===== config.mk =====
export PLATFORM = sky130hd
export DESIGN_NAME = sof_ctrl
export DESIGN_NICKNAME = d
export VERILOG_FILES = /design/src/hw/rtl/sof_pkg.sv /design/src/hw/rtl/sof_ctrl.sv
export SDC_FILE = /design/constraint.sdc
export NUM_CORES = 1
export LEC_CHECK = 0
export CAP_MARGIN = 20
export CORE_ASPECT_RATIO = 1.1
export CORE_MARGIN = 4
export CORE_UTILIZATION = 45
export DETAILED_ROUTE_END_ITERATION = 8
export DONT_BUFFER_PORTS = 1
export PLACE_DENSITY_LB_ADDON = 0.3
export SETUP_SLACK_MARGIN = 0.2
export SLEW_MARGIN = 20
export SYNTH_ARGS = -nofsm -noshare
export SYNTH_HDL_FRONTEND = slang
export SYNTH_SLANG_ARGS = --single-unit

===== constraint.sdc =====
create_clock -name aclk -period 1.8 [get_ports aclk]
set_clock_uncertainty 0.1 [all_clocks]
set_input_delay 0.09 -clock aclk [delete_from_list [all_inputs] [get_ports aclk]]
set_output_delay 0.09 -clock aclk [all_outputs]
set_load 0.005 [all_outputs]

===== src/hw/rtl/sof_pkg.sv =====
// Shared constants, codes and interface types for the segment overlap filter.
// Used by sof_ctrl, sof_datapath and segment_overlap_filter_unit.
// No dependencies.
`default_nettype none

package sof_pkg;

    // Table depth and coordinate width.
    localparam int MAX_KEPT   = 64;
    localparam int COORD_BITS = 16;

    // Derived widths: table index, fill count, coordinate differences, products, sums.
    localparam int IDX_W  = $clog2(MAX_KEPT);
    localparam int CNT_W  = $clog2(MAX_KEPT + 1);
    localparam int DIFF_W = COORD_BITS + 1;
    localparam int PROD_W = 2 * DIFF_W;
    localparam int SUM_W  = PROD_W + 1;
    localparam int SEG_W  = 4 * COORD_BITS;

    // Result field widths on the output channel.
    localparam int STATUS_W = 2;
    localparam int BLOCK_W  = 6;
    localparam int COUNT_W  = 7;
    localparam int OUT_W    = 16;

    // Result status codes.
    localparam logic [STATUS_W-1:0] ST_KEPT  = 2'd0;
    localparam logic [STATUS_W-1:0] ST_CROSS = 2'd1;
    localparam logic [STATUS_W-1:0] ST_FULL  = 2'd2;

    // Commands from the controller to the datapath.
    typedef struct packed {
        logic             load;
        logic             rd_en;
        logic [IDX_W-1:0] rd_addr;
        logic             finish;
    } sof_cmd_t;

    // Status from the datapath to the controller.
    typedef struct packed {
        logic [CNT_W-1:0] count;
        logic             busy;
    } sof_stat_t;

endpackage

`default_nettype wire


===== src/hw/rtl/sof_ctrl.sv =====
// Controller for the segment overlap filter: sequences the table scan and
// the output handshake. Depends on sof_pkg.
`default_nettype none

module sof_ctrl (
    input  wire logic              aclk,
    input  wire logic              aresetn,
    input  wire logic              s_tvalid,
    output logic                   s_tready,
    output logic                   m_tvalid,
    input  wire logic              m_tready,
    input  wire sof_pkg::sof_stat_t stat,
    output sof_pkg::sof_cmd_t      cmd
);
    import sof_pkg::*;

    localparam logic [2:0] S_IDLE   = 3'd0;
    localparam logic [2:0] S_START  = 3'd1;
    localparam logic [2:0] S_SCAN   = 3'd2;
    localparam logic [2:0] S_WAIT   = 3'd3;
    localparam logic [2:0] S_FINISH = 3'd4;

    logic [2:0]       state_reg, state_next;
    logic [IDX_W-1:0] scan_reg, scan_next;
    logic             mvalid_reg, mvalid_next;
    logic             slot_free;
    logic             last_entry;

    // The result register can take a new result when empty or being drained.
    assign slot_free  = !mvalid_reg || m_tready;
    assign last_entry = ({1'b0, scan_reg} == (stat.count - CNT_W'(1)));

    assign s_tready = (state_reg == S_IDLE);
    assign m_tvalid = mvalid_reg;

    // Next-state and command logic.
    always_comb begin
        state_next  = state_reg;
        scan_next   = scan_reg;
        cmd.load    = 1'b0;
        cmd.rd_en   = 1'b0;
        cmd.rd_addr = scan_reg;
        cmd.finish  = 1'b0;
        case (state_reg)
            S_IDLE: begin
                if (s_tvalid) begin
                    cmd.load   = 1'b1;
                    state_next = S_START;
                end
            end
            S_START: begin
                scan_next = '0;
                if (stat.count == '0) begin
                    state_next = S_FINISH;
                end else begin
                    state_next = S_SCAN;
                end
            end
            S_SCAN: begin
                cmd.rd_en = 1'b1;
                scan_next = scan_reg + IDX_W'(1);
                if (last_entry) begin
                    state_next = S_WAIT;
                end
            end
            S_WAIT: begin
                if (!stat.busy) begin
                    state_next = S_FINISH;
                end
            end
            S_FINISH: begin
                if (slot_free) begin
                    cmd.finish = 1'b1;
                    state_next = S_IDLE;
                end
            end
            default: begin
                state_next = S_IDLE;
            end
        endcase
    end

    // Output valid is set by a finished item and cleared once the transaction completes.
    always_comb begin
        if (cmd.finish) begin
            mvalid_next = 1'b1;
        end else if (m_tready) begin
            mvalid_next = 1'b0;
        end else begin
            mvalid_next = mvalid_reg;
        end
    end

    // State registers.
    always_ff @(posedge aclk) begin
        if (!aresetn) begin
            state_reg  <= S_IDLE;
            scan_reg   <= '0;
            mvalid_reg <= 1'b0;
        end else begin
            state_reg  <= state_next;
            scan_reg   <= scan_next;
            mvalid_reg <= mvalid_next;
        end
    end

endmodule

`default_nettype wire


==> results.md <==
* Area of the core at 1600 um2
* GRT Overall Usage at 15.5%
* Die width at about 48 um
* Syn_nets at 113
* Max-cap violations at 0
* Chip height at 51.5 um
* Setup Total Neg Slack at 0 ns
* Vias/cell at 5.58
* Slew @ Worst Pin at 0.414 ns
* RSZ-0062 raised after global routing: false
* Storage cell area at 205 um2
* Post-route ant nets at 0
* Total grt overflow at 0
* Reg2reg path depth at 4
* Area of the multi-input gates at 557 um2
* Iter 0 DRT Violations at 11
* Wirelength per Cell at 14.4 um
* Warnings from Yosys at 0
* CTS tree: built
* Clock transition at path regs at 0.07 ns
* Antenna diode count at 0
* Fillers at 145
* Vias in the first global route at slightly below 700
* Endpoint, Worst Hold: state_reg[0]
* Initial antenna violation count at 0
* IO buf count at 0
* Nets@finish at 124
* Leakage at between 0.3 and 0.4 nW
* Drt pass-1 iters at 4
* Cell count after synthesis at 98
* Hold Path Cell Cnt at 2
* Starting density of the core at about half
* R2r endpoint: state_reg[0]
* First-pass GRT wire length at 2780 um
* Seq/Total Area, Yosys at 25.8%
* Synth cell types at 37
* Syn Area/Cell at ~8 um2
* Drt drc at 0
* Worst Path Required at between 1.5 and 2 ns
* Area of placed instances at 822 um2
* CTS Buf Count at 3
* Synth-to-Final Area Change at 19.7%
* Pwr Density at 595 nW/um2
* R2R setup slack at 0.26 ns
* Crit share post-route at 85.5%
* Pins Over Slew Limit at 0
* Worst hold start: stat[7]
* Via Count at 698
* Slew headroom at 72.2%
* Clk root buf: clkbuf_4
* Fin crit period at 1.54 ns
* Worst Hold Class: input pin to register
* Crit path DAT at 1.65 ns
* Sinks on Clock Net at 10
* Fmax at 0.650 GHz
* Pin count of the biggest net entering global routing at 11
* DIE AREA at 2450 um2
* Max reg flops at 6
* Fraction of layout cells with a size suffix above 1 at 22.2%
* Htree depth at 1
* Clk_lat worst skew at between 0.2 and 0.3 ns
* Final Hold Fails at 0
* Std-Cell Rows at 15
* Drt total wl at 1800 um
* Clock Tree Buf Depth at 2
* Maximum vdd drop at 0.000412 V
* Fin area at 927 um2
* Crit start category: register
* Setup CP Type: register to register
* Yosys reg bits at 10
* Crit. End Element: register
* RR Startpoint: state_reg[0]
* DP HPWL at 1350 um
* CP startpoint: state_reg[0]
* Status: completed
* RD Place Congestion at 0.715
* Final setup fails at 0
* Mapped Area at ~770 um2
* # IOs at 23
* Crit path max fanout at 6
## cells in the mapped netlist (all sizes together)
| cell type | number | share of area [%] |
|---|---|---|
| nand2 | 8 | 3.9 |
| a21boi | 2 | 1.9 |
| o31a | 1 | 1.3 |
| and2 | 9 | 8.1 |
| or3 | 1 | 0.81 |
| and3b | 1 | 1.1 |
| or4 | 1 | 1.5 |
| ha | 3 | 4.8 |
| nor2b | 2 | 1.6 |
| nand3b | 2 | 1.9 |
| xnor2 | 6 | 6.8 |
| nor3b | 1 | 0.97 |
| nand4 | 2 | 1.6 |
| nor4b | 3 | 4.2 |
| mux2i | 4 | 5.2 |
| nand3 | 3 | 1.9 |
| nand2b | 3 | 2.7 |
| dfxtp | 10 | 26 |
| buf | 2 | 1.6 |
| nor4 | 1 | 0.81 |
| xor2 | 1 | 1.1 |
| clkbuf | 3 | 1.5 |
| inv | 4 | 1.9 |
| a21oi | 5 | 3.2 |
| a31o | 1 | 1.1 |
| o22ai | 1 | 0.81 |
| nor3 | 3 | 1.9 |
| or3b | 1 | 1.1 |
| and3 | 1 | 0.81 |
| a31oi | 2 | 1.6 |
| nor2 | 6 | 2.9 |
| o21ai | 5 | 3.2 |
## kinds of logic after synthesis
| group | after synthesis | synth area share [%] |
|---|---|---|
| buffers and inverters | 9 | 5.01 |
| xor gates and xnor gates | 7 | 7.92 |
| muxes | 4 | 5.17 |
| adders and majority gates | 3 | 4.85 |
| DFF | 10 | 25.8 |
| AOI/OAI and AO/OA | 17 | 13.2 |
| and+or+nand+nor | 48 | 38.0 |
## critical path: stages, from the launching register on
cell      delay, ns
dfxtp_4        0.37
nand2b_1       0.14
or4_4          0.50
nor4b_4        0.21
a31o_1         0.16
## layer usage
metal	up-vias	track usage, %	part of all wire [%]
met5	-	0	0
met4	0	5.38	0.50
met3	2	3.81	6.7
met2	14	26.1	48
met1	317	18.5	44
li1	365	-	-
## timing repair
item | 4_1_cts | 5_1_grt
gates resized for setup | 3 | 3
pin swaps | 2 | 1
setup endpoints to repair | 1 | 4
hold buffers | 4 | 0
setup buffers | 0 | 1
hold endpoints to repair | 9 | 0
## placed cells by master, fill, tap and decap left out, drive strengths merged, types with 3 or more instances in the layout
cell type,synthesis,routed
a21oi,5,5
and2,9,9
buf,2,7
clkbuf,3,4
dfxtp,10,10
dlygate4sd3,0,4
ha,3,3
inv,4,4
mux2i,4,4
nand2,8,8
nand2b,3,3
nand3,3,3
nor2,6,6
nor3,3,3
nor4b,3,3
o21ai,5,5
xnor2,6,6
## power breakdown
part           internal (mW)  total [mW]  switching [mW]
clock                  0.123       0.208          0.0857
combinational         0.0559       0.106          0.0501
sequential             0.227       0.237         0.00933
## through the flow
step           setup WS, ns  util, %  cells  total power [mW]  hold slack [ns]
5_1_grt               0.201     58.1    125             0.585          0.00178
3_5_place_dp          0.158     51.5    116             0.332            0.129
2_1_floorplan         0.210        -     98             0.308            0.126
4_1_cts               0.211     56.8    124             0.553          0.00307
3_3_place_gp          0.183     51.5    116             0.328            0.127
6_report              0.261     58.1    125             0.551           0.0111
## worst max path at each step
stage	endpoint	cells past startpoint
6_report	state_reg[0]	4
5_1_grt	scan_reg[5]	6
4_1_cts	state_reg[0]	4
3_5_place_dp	state_reg[0]	6
3_3_place_gp	state_reg[0]	6
2_1_floorplan	state_reg[0]	6
## area by class of cell
type	instances	share of cell area, %
Clock buffer	4	3.91
Tap cell	17	2.29
Sequential cell	10	22.1
Inverter	4	1.62
Timing Repair Buffer	11	9.99
Multi-Input combinational cell	79	60.1
No activity file was read; power rests on OpenSTA's default activity.
